$ cat src/ceb_pkg.sv
// Shared types and constants for the coincidence event builder.
// Depends on nothing; every other file imports it.

package ceb_pkg;

   // Depth of the pending hit buffer; kept a power of two so the ring pointers wrap freely.
   localparam int MAX_LOOKAHEAD = 16;
   localparam int PEND_W        = $clog2(MAX_LOOKAHEAD);
   localparam int CNT_W         = $clog2(MAX_LOOKAHEAD + 1);

   // Field widths.
   localparam int CHAN_W = 8;
   localparam int TIME_W = 48;
   localparam int ENGY_W = 16;
   localparam int POS_W  = 4;
   localparam int SPAN_W = 5;

   // Largest usable span of one event.
   localparam int SPAN_CAP = (MAX_LOOKAHEAD < 16) ? MAX_LOOKAHEAD : 16;

   // Reset values of the configuration registers.
   localparam logic [TIME_W-1:0] WINDOW_RESET    = TIME_W'(100);
   localparam logic [SPAN_W-1:0] LOOKAHEAD_RESET = SPAN_W'(4);

   // Configuration register indexes.
   localparam int CSR_IDX_W = 1;
   localparam logic [CSR_IDX_W-1:0] CSR_TIME_WINDOW   = 1'b0;
   localparam logic [CSR_IDX_W-1:0] CSR_LOOKAHEAD     = 1'b1;

   typedef enum logic [0:0] {
      OP_HIT   = 1'b0,
      OP_FLUSH = 1'b1
   } op_type;

   typedef struct packed {
      op_type              operation;
      logic [CHAN_W-1:0]   hit_channel;
      logic [TIME_W-1:0]   hit_time;
      logic [ENGY_W-1:0]   hit_energy;
   } req_type;

   typedef struct packed {
      logic [CHAN_W-1:0]   out_channel;
      logic [TIME_W-1:0]   out_time;
      logic [ENGY_W-1:0]   out_energy;
      logic [POS_W-1:0]    hit_position;
      logic                event_end;
   } rsp_type;

   // One stored hit.
   typedef struct packed {
      logic [CHAN_W-1:0]   channel;
      logic [TIME_W-1:0]   stamp;
      logic [ENGY_W-1:0]   energy;
   } hit_type;

   // Classified command handed from the front to the engine.
   typedef struct packed {
      logic                valid;
      logic                flush;
      hit_type             hit;
   } cmd_type;

   // Active configuration.
   typedef struct packed {
      logic [TIME_W-1:0]   time_window;
      logic [SPAN_W-1:0]   span;
   } cfg_type;

   typedef enum logic [1:0] {
      ENG_IDLE,
      ENG_START,
      ENG_SCAN
   } eng_state_type;

endpackage

$ cat src/ceb_front.sv
// Front end: a two-entry request queue that classifies each beat into a command.
// Depends on ceb_pkg.

module ceb_front
   import ceb_pkg::*;
(
   input  logic    clock,
   input  logic    reset,
   input  logic    req_push,
   output logic    req_full,
   input  req_type req_payload,
   output cmd_type cmd,
   input  logic    cmd_take
);

   req_type    slot_ff [2];
   logic       wr_ptr_ff, wr_ptr_in;
   logic       rd_ptr_ff, rd_ptr_in;
   logic [1:0] fill_ff, fill_in;
   logic       do_push;
   logic       do_pop;
   req_type    head;

   assign req_full = (fill_ff == 2'd2);
   assign do_push  = req_push && !req_full;
   assign do_pop   = cmd_take && (fill_ff != 2'd0);
   assign head     = slot_ff[rd_ptr_ff];

   // Decode the oldest beat for the engine.
   always_comb begin
      cmd.valid       = (fill_ff != 2'd0);
      cmd.flush       = (head.operation == OP_FLUSH);
      cmd.hit.channel = head.hit_channel;
      cmd.hit.stamp   = head.hit_time;
      cmd.hit.energy  = head.hit_energy;
   end

   // Pointer and fill bookkeeping.
   always_comb begin
      wr_ptr_in = do_push ? !wr_ptr_ff : wr_ptr_ff;
      rd_ptr_in = do_pop ? !rd_ptr_ff : rd_ptr_ff;
      fill_in   = fill_ff;
      if (do_push && !do_pop) begin
         fill_in = fill_ff + 2'd1;
      end else if (do_pop && !do_push) begin
         fill_in = fill_ff - 2'd1;
      end
   end

   always_ff @(posedge clock) begin
      if (reset) begin
         wr_ptr_ff <= 1'b0;
         rd_ptr_ff <= 1'b0;
         fill_ff   <= 2'd0;
      end else begin
         wr_ptr_ff <= wr_ptr_in;
         rd_ptr_ff <= rd_ptr_in;
         fill_ff   <= fill_in;
      end
   end

   // Queue storage needs no reset.
   always_ff @(posedge clock) begin
      if (do_push) begin
         slot_ff[wr_ptr_ff] <= req_payload;
      end
   end

endmodule

$ cat src/ceb_rsp_queue.sv
// Result queue: two entries that decouple the engine from the consumer.
// Depends on ceb_pkg.

module ceb_rsp_queue
   import ceb_pkg::*;
(
   input  logic    clock,
   input  logic    reset,
   input  logic    push,
   input  rsp_type push_data,
   output logic    full,
   output logic    rsp_empty,
   input  logic    rsp_pop,
   output rsp_type rsp_payload
);

   rsp_type    slot_ff [2];
   logic       wr_ptr_ff, wr_ptr_in;
   logic       rd_ptr_ff, rd_ptr_in;
   logic [1:0] fill_ff, fill_in;
   logic       do_push;
   logic       do_pop;

   assign full        = (fill_ff == 2'd2);
   assign rsp_empty   = (fill_ff == 2'd0);
   assign rsp_payload = slot_ff[rd_ptr_ff];
   assign do_push     = push && !full;
   assign do_pop      = rsp_pop && !rsp_empty;

   // Pointer and fill bookkeeping.
   always_comb begin
      wr_ptr_in = do_push ? !wr_ptr_ff : wr_ptr_ff;
      rd_ptr_in = do_pop ? !rd_ptr_ff : rd_ptr_ff;
      fill_in   = fill_ff;
      if (do_push && !do_pop) begin
         fill_in = fill_ff + 2'd1;
      end else if (do_pop && !do_push) begin
         fill_in = fill_ff - 2'd1;
      end
   end

   always_ff @(posedge clock) begin
      if (reset) begin
         wr_ptr_ff <= 1'b0;
         rd_ptr_ff <= 1'b0;
         fill_ff   <= 2'd0;
      end else begin
         wr_ptr_ff <= wr_ptr_in;
         rd_ptr_ff <= rd_ptr_in;
         fill_ff   <= fill_in;
      end
   end

   always_ff @(posedge clock) begin
      if (do_push) begin
         slot_ff[wr_ptr_ff] <= push_data;
      end
   end

endmodule

$ cat src/ceb_engine.sv
// Back end: pending hit ring and the event scan that emits coincident hits.
// Depends on ceb_pkg.

module ceb_engine
   import ceb_pkg::*;
(
   input  logic    clock,
   input  logic    reset,
   input  cfg_type cfg,
   input  cmd_type cmd,
   output logic    cmd_take,
   output logic    out_push,
   output rsp_type out_data,
   input  logic    out_full
);

   eng_state_type     state_ff, state_in;

   // Pending ring: entry k of the buffer lives at head + k.
   hit_type           pend_ff [MAX_LOOKAHEAD];
   logic [PEND_W-1:0] head_ff, head_in;
   logic [CNT_W-1:0]  count_ff, count_in;
   logic              flush_ff, flush_in;

   // Per-event scan state.
   logic [CNT_W-1:0]  span_ff, span_in;
   logic [CNT_W-1:0]  idx_ff, idx_in;
   logic [PEND_W-1:0] last_ff, last_in;
   logic [POS_W-1:0]  pos_ff, pos_in;
   logic [TIME_W-1:0] t0_ff, t0_in;
   hit_type           held_ff, held_in;

   logic              wr_en;
   logic [PEND_W-1:0] wr_idx;
   logic [CNT_W-1:0]  count_hit;
   logic [CNT_W-1:0]  count_close;
   logic [CNT_W-1:0]  span_cfg;
   logic [PEND_W-1:0] rd_idx;
   hit_type           rd_hit;
   logic [TIME_W-1:0] diff_fwd;
   logic [TIME_W-1:0] diff_bwd;
   logic [TIME_W-1:0] delta;
   logic              match;
   logic              scan_done;

   // Count after a hit beat: a full buffer drops the new hit.
   assign count_hit   = (count_ff < CNT_W'(MAX_LOOKAHEAD)) ? count_ff + 1'b1 : count_ff;
   assign count_close = count_ff - (CNT_W'(last_ff) + 1'b1);
   assign span_cfg    = CNT_W'(cfg.span);
   assign wr_idx      = head_ff + count_ff[PEND_W-1:0];
   assign wr_en       = (state_ff == ENG_IDLE) && cmd.valid && !cmd.flush
                        && (count_ff < CNT_W'(MAX_LOOKAHEAD));

   // One read port: the start hit in START, the scanned hit in SCAN.
   assign rd_idx = (state_ff == ENG_START) ? head_ff : head_ff + idx_ff[PEND_W-1:0];
   assign rd_hit = pend_ff[rd_idx];

   // Absolute time distance to the start hit, against the window.
   assign diff_fwd  = rd_hit.stamp - t0_ff;
   assign diff_bwd  = t0_ff - rd_hit.stamp;
   assign delta     = (rd_hit.stamp >= t0_ff) ? diff_fwd : diff_bwd;
   assign match     = (delta < cfg.time_window);
   assign scan_done = (idx_ff == span_ff);

   // Next state.
   always_comb begin
      state_in = state_ff;
      case (state_ff)
         ENG_IDLE: begin
            if (cmd.valid) begin
               if (cmd.flush) begin
                  if (count_ff != '0) begin
                     state_in = ENG_START;
                  end
               end else if (count_hit >= span_cfg) begin
                  state_in = ENG_START;
               end
            end
         end
         ENG_START: begin
            state_in = ENG_SCAN;
         end
         ENG_SCAN: begin
            if (scan_done && !out_full) begin
               if (flush_ff && (count_close != '0)) begin
                  state_in = ENG_START;
               end else begin
                  state_in = ENG_IDLE;
               end
            end
         end
         default: begin
            state_in = ENG_IDLE;
         end
      endcase
   end

   // Outputs and datapath updates.
   always_comb begin
      cmd_take = 1'b0;
      out_push = 1'b0;
      head_in  = head_ff;
      count_in = count_ff;
      flush_in = flush_ff;
      span_in  = span_ff;
      idx_in   = idx_ff;
      last_in  = last_ff;
      pos_in   = pos_ff;
      t0_in    = t0_ff;
      held_in  = held_ff;

      out_data.out_channel  = held_ff.channel;
      out_data.out_time     = held_ff.stamp;
      out_data.out_energy   = held_ff.energy;
      out_data.hit_position = pos_ff;
      out_data.event_end    = scan_done;

      case (state_ff)
         ENG_IDLE: begin
            if (cmd.valid) begin
               cmd_take = 1'b1;
               if (cmd.flush) begin
                  flush_in = (count_ff != '0);
               end else begin
                  count_in = count_hit;
               end
            end
         end
         ENG_START: begin
            // Span is cut to what remains, which only matters during a flush.
            span_in = (count_ff < span_cfg) ? count_ff : span_cfg;
            idx_in  = CNT_W'(1);
            last_in = '0;
            pos_in  = '0;
            t0_in   = rd_hit.stamp;
            held_in = rd_hit;
         end
         ENG_SCAN: begin
            if (scan_done) begin
               if (!out_full) begin
                  out_push = 1'b1;
                  head_in  = head_ff + last_ff + 1'b1;
                  count_in = count_close;
                  if (!(flush_ff && (count_close != '0))) begin
                     flush_in = 1'b0;
                  end
               end
            end else if (match) begin
               if (!out_full) begin
                  out_push = 1'b1;
                  held_in  = rd_hit;
                  pos_in   = pos_ff + 1'b1;
                  last_in  = idx_ff[PEND_W-1:0];
                  idx_in   = idx_ff + 1'b1;
               end
            end else begin
               idx_in = idx_ff + 1'b1;
            end
         end
         default: begin
            flush_in = 1'b0;
         end
      endcase
   end

   // Control state.
   always_ff @(posedge clock) begin
      if (reset) begin
         state_ff <= ENG_IDLE;
         head_ff  <= '0;
         count_ff <= '0;
         flush_ff <= 1'b0;
      end else begin
         state_ff <= state_in;
         head_ff  <= head_in;
         count_ff <= count_in;
         flush_ff <= flush_in;
      end
   end

   // Scan registers are loaded in START before use.
   always_ff @(posedge clock) begin
      span_ff <= span_in;
      idx_ff  <= idx_in;
      last_ff <= last_in;
      pos_ff  <= pos_in;
      t0_ff   <= t0_in;
      held_ff <= held_in;
   end

   // Pending hit storage.
   always_ff @(posedge clock) begin
      if (wr_en) begin
         pend_ff[wr_idx] <= cmd.hit;
      end
   end

endmodule

$ cat src/coincidence_event_builder.sv
// Top level of the coincidence event builder: configuration registers, front, engine, result queue.
// Depends on ceb_pkg, ceb_front, ceb_engine and ceb_rsp_queue.
//
//   channel   ports                            direction   beat accepted when
//   request   req_push, req_full, req_payload   in          req_push && !req_full
//   result    rsp_pop, rsp_empty, rsp_payload   out         rsp_pop && !rsp_empty
//   config    csr_write, csr_index, csr_wdata   in          csr_write
//
// A hit beat that closes no event is taken by the engine once it reaches the head of the
// request queue and the engine is idle. Closing an event passes through START and then SCAN,
// with one distance compare per scanned hit; a flush repeats that for every event still pending.
// Reset is synchronous and empties both queues and the pending buffer.
// A full result queue stalls the engine scan; the request queue holds two beats meanwhile.

module coincidence_event_builder
   import ceb_pkg::*;
(
   input  logic                 clock,
   input  logic                 reset,
   input  logic                 req_push,
   output logic                 req_full,
   input  req_type              req_payload,
   output logic                 rsp_empty,
   input  logic                 rsp_pop,
   output rsp_type              rsp_payload,
   input  logic                 csr_write,
   input  logic [CSR_IDX_W-1:0] csr_index,
   input  logic [TIME_W-1:0]    csr_wdata
);

   logic [TIME_W-1:0] window_ff, window_in;
   logic [SPAN_W-1:0] lookahead_ff, lookahead_in;
   cfg_type           cfg;
   cmd_type           cmd;
   logic              cmd_take;
   logic              out_push;
   rsp_type           out_data;
   logic              out_full;

   // Register writes.
   always_comb begin
      window_in    = window_ff;
      lookahead_in = lookahead_ff;
      if (csr_write) begin
         case (csr_index)
            CSR_TIME_WINDOW: window_in    = csr_wdata;
            CSR_LOOKAHEAD:   lookahead_in = csr_wdata[SPAN_W-1:0];
            default:         window_in    = window_ff;
         endcase
      end
   end

   always_ff @(posedge clock) begin
      if (reset) begin
         window_ff    <= WINDOW_RESET;
         lookahead_ff <= LOOKAHEAD_RESET;
      end else begin
         window_ff    <= window_in;
         lookahead_ff <= lookahead_in;
      end
   end

   // Zero lookahead acts as one; large values clamp to the buffer depth.
   always_comb begin
      cfg.time_window = window_ff;
      if (lookahead_ff == '0) begin
         cfg.span = SPAN_W'(1);
      end else if (lookahead_ff > SPAN_W'(SPAN_CAP)) begin
         cfg.span = SPAN_W'(SPAN_CAP);
      end else begin
         cfg.span = lookahead_ff;
      end
   end

   ceb_front u_front (
      .clock       (clock),
      .reset       (reset),
      .req_push    (req_push),
      .req_full    (req_full),
      .req_payload (req_payload),
      .cmd         (cmd),
      .cmd_take    (cmd_take)
   );

   ceb_engine u_engine (
      .clock    (clock),
      .reset    (reset),
      .cfg      (cfg),
      .cmd      (cmd),
      .cmd_take (cmd_take),
      .out_push (out_push),
      .out_data (out_data),
      .out_full (out_full)
   );

   ceb_rsp_queue u_rsp_queue (
      .clock       (clock),
      .reset       (reset),
      .push        (out_push),
      .push_data   (out_data),
      .full        (out_full),
      .rsp_empty   (rsp_empty),
      .rsp_pop     (rsp_pop),
      .rsp_payload (rsp_payload)
   );

endmodule

$ cat config.mk
export PLATFORM = sky130hd
export DESIGN_NAME = coincidence_event_builder
export DESIGN_NICKNAME = d
export VERILOG_FILES = /design/src/ceb_pkg.sv /design/src/ceb_front.sv /design/src/ceb_rsp_queue.sv /design/src/ceb_engine.sv /design/src/coincidence_event_builder.sv
export SDC_FILE = /design/constraint.sdc
export NUM_CORES = 2
export LEC_CHECK = 0
export BUFFER_PORTS_ARGS = -buffer_cell sky130_fd_sc_hd__buf_2
export CORE_ASPECT_RATIO = 0.7
export CORE_UTILIZATION = 56
export DETAILED_ROUTE_END_ITERATION = 7
export PLACE_DENSITY = 0.76
export SYNTH_ARGS = -nofsm -noshare
export SYNTH_HDL_FRONTEND = slang
export SYNTH_HIERARCHICAL = 1
export SYNTH_SLANG_ARGS = --single-unit
$ cat constraint.sdc
create_clock -name clock -period 13.4 [get_ports clock]
set_input_delay 1.34 -clock clock [delete_from_list [all_inputs] [get_ports clock]]
set_output_delay 1.34 -clock clock [all_outputs]
set_load 0.01 [all_outputs]
**After elaboration in Yosys (flattened, before gate mapping)**

Memories as Yosys holds them, arrays and structs flattened. A register that Yosys moved wholly into a read port is not among the register bits.
Cells that the tools add are included.

- Equality and inequality tests: 17
- $lt $le $gt $ge: 6
- Mux-type cells: 60
- Add/subtract/negate cells: 15
- Bitwise operators: 3
- Reduce and logical (&&, ||, !) cells: 43

Operators with widths:

| operator | number |
|---|---|
| 72-bit 2-to-1 mux | 3 |
| 72-bit one-hot mux with 2 select lines | 1 |
| 48-bit subtractor | 2 |
| 5-bit 2-to-1 mux | 11 |
| 48-bit >= comparator | 1 |
| 48-bit less-than comparator | 1 |
| 48-bit 2-to-1 mux | 1 |
| 4-bit 2-to-1 mux | 7 |
| 1-bit 2-to-1 mux | 22 |
| 5-bit one-hot mux with 2 select lines | 2 |
| 2-bit 2-to-1 mux | 9 |
| 4-bit one-hot mux with 2 select lines | 2 |
| 1-bit logical AND | 13 |
| 4-bit adder | 3 |
| 1-bit zero test | 12 |
| 5-bit by 1-bit adder with 5-bit output, second input constant | 2 |
| 2-bit != test, second input constant | 5 |
| 2-bit nonzero test | 5 |
| 5-bit nonzero test | 2 |
| 3-bit != test, second input constant | 3 |
| 4-bit by 1-bit adder with 4-bit output, second input constant | 2 |
| 2-bit by 1-bit != test with 1-bit output, second input constant | 4 |
| 4-bit AND reduction | 2 |
| 2-bit equality test, second input constant | 3 |
| 19 further kinds | 26 |

- Input port bits: 127
- Memories kept: 3
- Logic and storage cells: 167
- Register bits after elaboration: 211
- RAM bits: 1452
- Output and inout port bits: 79

Memory list:

| name | depth | bits a word | read ports | clocked after memory_dff | wr ports | line | RTL |
|---|---|---|---|---|---|---|---|
| u_engine.pend_ff | 16 | 72 | 1 | 0 | 1 | ceb_engine.sv:20 | `hit_type pend_ff [MAX_LOOKAHEAD];` |
| u_rsp_queue.slot_ff | 2 | 77 | 1 | 1 | 1 | ceb_rsp_queue.sv:17 | `rsp_type slot_ff [2];` |
| u_front.slot_ff | 2 | 73 | 1 | 1 | 1 | ceb_front.sv:16 | `req_type slot_ff [2];` |

**Depth between registers and ports, before layout**

An unclocked memory read counts as a cell.

- Word-level depth: 14
- Depth in mapped cells: 43
- Gate-level depth less buffers: 38

**Cells and area by module**

Netlist, hierarchy kept.

Modules (own cells, without submodules):

| module | instances | area each (sq um) | seq. area each (sq um) | cells each |
|---|---|---|---|---|
| ceb_engine | 1 | 57511.4 | 38977.4 | 4124 |
| ceb_rsp_queue | 1 | 5891.9 | 4724.5 | 265 |
| ceb_front | 1 | 5484.0 | 4484.3 | 252 |
| coincidence_event_builder | 1 | 2489.9 | 1061.0 | 240 |

**Worst setup path before layout**

OpenSTA, ideal clock, no wires.

- Kind: register to register
- Start: register u_engine.state_ff[0]
- End: register u_engine.last_ff[0] (enable)
- Clock period less this slack: 13.496 ns
- Setup slack: -0.096 ns
- Arrival time: 12.860 ns
- Setup time: 0.636 ns
- Cell stages (with the launch flop): 31
- Data required time: 12.764 ns
- Path buffers: 7
- Path through: dfxtp_1 > buf_2 > nand2b_1 > buf_2 > inv_1 > a21boi_1 > clkbuf_1 > buf_1 > mux4_2 > a21oi_1 > ha_1 > clkbuf_1 > a21oi_1 > o21ai_0 > a21oi_1 > o22ai_2 > o311ai_2 > and2_4 > buf_6 > buf_2 > mux2i_1 > xor2_1 > ha_1 > a21o_1 > a21o_1 > a21oi_1 > nand4_1 > o31a_1 > o21ai_0 > nand2_1 > o31ai_1

- Cells in the longest elaborated chain, start to end: 8
- Elaborated cells on any way between the ends: 14
- Those cells by class: add/sub: 2; order compare: 2; eq/ne: 5; mux: 2; reduce/logical: 2; memory: 1

RTL lines:

| what | line | RTL |
|---|---|---|
| start: declaration | ceb_engine.sv:17 | `eng_state_type state_ff, state_in;` |
| start signal: assignment | ceb_engine.sv:174 | `state_ff <= state_in;` |
| 2-bit by 1-bit equality test with 1-bit output | ceb_engine.sv:55, ceb_engine.sv:118 |  |
| 4-bit 2-to-1 mux | ceb_engine.sv:55 | `assign rd_idx = (state_ff == ENG_START) ? head_ff : head_ff + idx_ff[PEND_W-1:0];` |
| memory 16 x 72 bit | -- |  |
| 48-bit subtractor, or another cell as far along | ceb_engine.sv:60 | `assign diff_bwd = t0_ff - rd_hit.stamp;` |
| 48-bit 2-to-1 mux | ceb_engine.sv:61 | `assign delta = (rd_hit.stamp >= t0_ff) ? diff_fwd : diff_bwd;` |
| 48-bit less-than comparator | ceb_engine.sv:62 | `assign match = (delta < cfg.time_window);` |
| 2-bit by 1-bit != test with 1-bit output (no source line) | -- |  |
| 4-bit AND reduction (no source line) (*) | -- |  |
| end signal: assignment | ceb_engine.sv:185 | `last_ff <= last_in;` |
| end: declaration | ceb_engine.sv:28 | `logic [PEND_W-1:0] last_ff, last_in;` |

Every way passes the cells marked *; elsewhere a longest branch is shown, timed or not.
A chain may end at the register's enable or synchronous reset.

**Worst setup path in the final report**

- Start: register u_engine.state_ff[1]
- End: memory u_rsp_queue/slot_ff[0][29] (netlist bit) (enable)

- Cells in the longest elaborated chain, start to end: 12
- Elaborated cells on any way between the ends: 15
- Those cells by class: add/sub: 2; order compare: 2; eq/ne: 2; mux: 7; reduce/logical: 1; memory: 1

RTL lines:

| what | line | RTL |
|---|---|---|
| 2-bit by 1-bit equality test with 1-bit output | ceb_engine.sv:55 |  |
| 4-bit 2-to-1 mux | ceb_engine.sv:55 |  |
| memory 16 x 72 bit | -- |  |
| 48-bit subtractor, or another cell as far along | ceb_engine.sv:60 |  |
| 48-bit 2-to-1 mux | ceb_engine.sv:61 |  |
| 48-bit less-than comparator | ceb_engine.sv:62 |  |
| 1-bit 2-to-1 mux | ceb_engine.sv:148 | `end else if (match) begin` |
| 1-bit 2-to-1 mux | ceb_engine.sv:139 | `if (scan_done) begin` |
| 1-bit 2-to-1 mux (*) | ceb_engine.sv:118 | `case (state_ff)` |
| via out_push | coincidence_event_builder.sv:36 | `logic out_push;` |
| 1-bit logical AND (*) | ceb_rsp_queue.sv:27 | `assign do_push = push && !full;` |
| 1-bit 2-to-1 mux (*) | ceb_rsp_queue.sv:55 | `if (do_push) begin` |
| 1-bit 2-to-1 mux (not written as such) (*) | ceb_rsp_queue.sv:56 | `slot_ff[wr_ptr_ff] <= push_data;` |
| end: declaration | ceb_rsp_queue.sv:17 |  |

Mark *: on every way through the listed nets, which the timed path passes. The rest lies on a longest branch.

==> flow_summary.yaml <==
sta:
  tightestPinTransition_ps: 1307
  setup-tns-final_ps: 0
  min_period_ps: 11290
  hold_viol: 0
  fin_skew_ps: 28.67
  rsz0062_at_grt: "false"
  setup_viol: 0
  report.final.slew_viol_count: 0
  slew_headroom: 0.1265
  timing.fmax_mhz: 88.59
  fin_crit_sh: 0.8424
grt:
  antenna_found_initial: 7
  overflow: 0
  grt_pass1_wl_mm: 256.0
  grt_max_degree: 209
  grt_pass1_vias: 40470
  grtUsageTotal: 0.2658
synth:
  synth.avg_cell_area_um2: 14.62
  synth_top_family_by_area: "compound AO/OA/AOI/OAI gates"
  synth_compound_area_frac: 0.09492
  post-synth-top-area-fraction: 0.6689
  synthMuxAreaShare: 0.07233
  synth_cell_types: 88
  synth_adder_area_share: 0.03148
  synth_xor_area_frac: 0.009448
  yosys.area_share.simple: 0.07359
  synth_area_leaders: "edfxtp_1, mux2i_1, ha_1"
  synthCells: 4881
  seq_area_frac_synth: 0.6900
  async_flop_share: 0
  yosysTopAreaCell: "edfxtp_1"
  dominantRegCellSynth: "edfxtp_1"
  yosysWarnings: 6
  synth-edff-count: 1590
  synth_nets: 5184
  synth_area_um2: 71380
  ys_seq_elements: 1665
routing:
  via_count: 42340
  wl_per_cell_um: 25.54
  final_antenna_net_count: 0
  drt_iter0_markers: 4376
  routed_wirelength_mm: 173.7
  drc: 0
  vias_per_cell: 6.225
  firstDrtPassIters: 8
placement:
  place_area_um2: 74090
  gp_congestion: 0.9742
  numPortBuffers: 205
  dpl.hpwl_mm: 101.4
die:
  fp.dieArea_um2: 128900
  die_y_um: 300.7
  initial_utilization: 0.5652
  coreArea_um2: 126300
  die_x_um: 428.7
  rows: 109
  pin_count: 206
status:
  outcome: "complete, no violations"
final_layout:
  syn2layout_area_growth_pct: 10.56
  drive_above_1_share: 0.1502
  layout_commonest_cell: "edfxtp_1"
  layout_common_cells: "edfxtp_1, nand2_1, a211oi_1"
  finalNetCount: 5323
  fin_area_um2: 78920
  fillers: 9048
setup_path:
  slowest_delay_ps: 860
  crit_top_cell: "a211oi_1"
  critPathRequiredTime_ps: 13820
  crit_path_end_kind: "flip-flop"
  critPathKind: "flip-flop to flip-flop"
  cp.arrival_ps: 11700
  rrSetupSlack_ps: 2110
  setup.worst_path.start_class: "flip-flop"
  cp_max_fo: 149
  slowest_stage: "a211oi_1"
worst_hold_path:
  hold_path_class: "flip-flop to flip-flop"
flow_run:
  drv_cap: 0
clocking:
  clk_pin_slew_ps: 70
  cts_tree: "built"
  numCtsBuffers: 151
  clock_latency_ps: 790
  cts_resized: 0
  cts_root_buf: "clkbuf_16"
  cts_hold_buf: 0
  clock_sinks: 1665
  clock_path_buffers: 3
  htreeDepth: 4
  postCtsSetupBuffers: 0
==> routing by layer <==
metal | GRT usage | vias up | wire length [um]
met5 | 0 | - | 25
met4 | 0.06981 | 4 | 3402
met3 | 0.04775 | 242 | 15410
met2 | 0.3983 | 1913 | 77720
met1 | 0.4032 | 21270 | 77180
li1 | - | 18920 | -
==> final timing paths <==
check | from | end | cells past startpoint
max reg2reg | u_engine/state_ff[1] | u_rsp_queue/slot_ff[0][29] | 30
min | u_engine/out_data[67] | u_rsp_queue/slot_ff[0][67] | 0
min reg2reg | u_engine/out_data[67] | u_rsp_queue/slot_ff[0][67] | 0
max | u_engine/state_ff[1] | u_rsp_queue/slot_ff[0][29] | 30
==> synth_stat cells (6+ instances only) <==
library cell / number
o211ai_1: 9
or3_1: 13
buf_2: 56
nor2b_1: 12
o21ai_2: 20
edfxtp_1: 1590
nand3_1: 20
nand2_1: 483
clkbuf_1: 201
a21oi_1: 248
buf_6: 8
a31o_2: 6
buf_1: 14
mux2i_1: 221
ha_1: 170
a211oi_1: 280
nand2b_1: 63
xor2_1: 39
a31oi_1: 105
o21bai_1: 15
a311oi_1: 100
a21o_1: 58
fa_1: 6
inv_1: 182
mux2_4: 30
dfxtp_1: 75
o21ai_0: 110
and2_0: 16
xnor2_1: 38
and2_1: 195
nor3_1: 21
mux4_2: 47
o21a_1: 7
mux2_2: 125
nand4bb_1: 40
nor2_1: 122
nand4_1: 32
buf_4: 13
==> flip-flops by register name (all words and copies together) (netlist names), 5 cells and up, named ones only <==
register / cells
lookahead_ff: 5
u_engine/count_ff: 5
u_engine/idx_ff: 5
u_engine/out_data: 72
u_engine/pend_ff: 1152
u_engine/span_ff: 5
u_engine/t0_ff: 48
u_front/slot_ff: 146
u_rsp_queue/slot_ff: 154
window_ff: 48
==> through the flow <==
step	hold slack, ps	utilization	cells	worst slack, ps
after floorplan	421.5	-	4881	2399
after global placement	423.5	0.5866	6532	2480
after detailed placement	429.8	0.5866	6532	2409
after CTS	442.2	0.6248	6797	2243
after global routing	455.1	0.6248	6799	1578
final	447.9	0.6249	6802	2112
==> cell families after synthesis <==
logic type               after synthesis
adder cells (fa/ha/maj)              176
flip-flops                          1665
AND/OR/NAND/NOR                     1049
AO/OA/AOI/OAI                       1009
multiplexers                         425
XOR/XNOR                              77
buffers and inverters                480
==> layout make-up <==
class / count / area (um2) / share of cell area
Timing Repair Buffer: 284 / 1744 / 0.02210
Sequential cell: 1665 / 49250 / 0.6241
Multi-Input combinational cell: 2736 / 20320 / 0.2574
Clock inverter: 85 / 889.6 / 0.01127
Antenna cell: 5 / 12.51 / 0.0001585
Tap cell: 1665 / 2083 / 0.02640
Clock buffer: 180 / 3930 / 0.04980
Inverter: 182 / 688.2 / 0.008720
==> critical path: cells and delay by family (launching register included) <==
family | cells | cell delay (ps)
muxes | 1 | 390
adders and majority gates | 2 | 750
and+or+nand+nor | 8 | 2710
DFF | 1 | 400
buffers and inverters | 4 | 1490
AOI/OAI and AO/OA | 15 | 4920
Power is left out: the tool's default activity adds up to more than one toggle a clock period on the data nets, which glitch-free logic cannot reach.
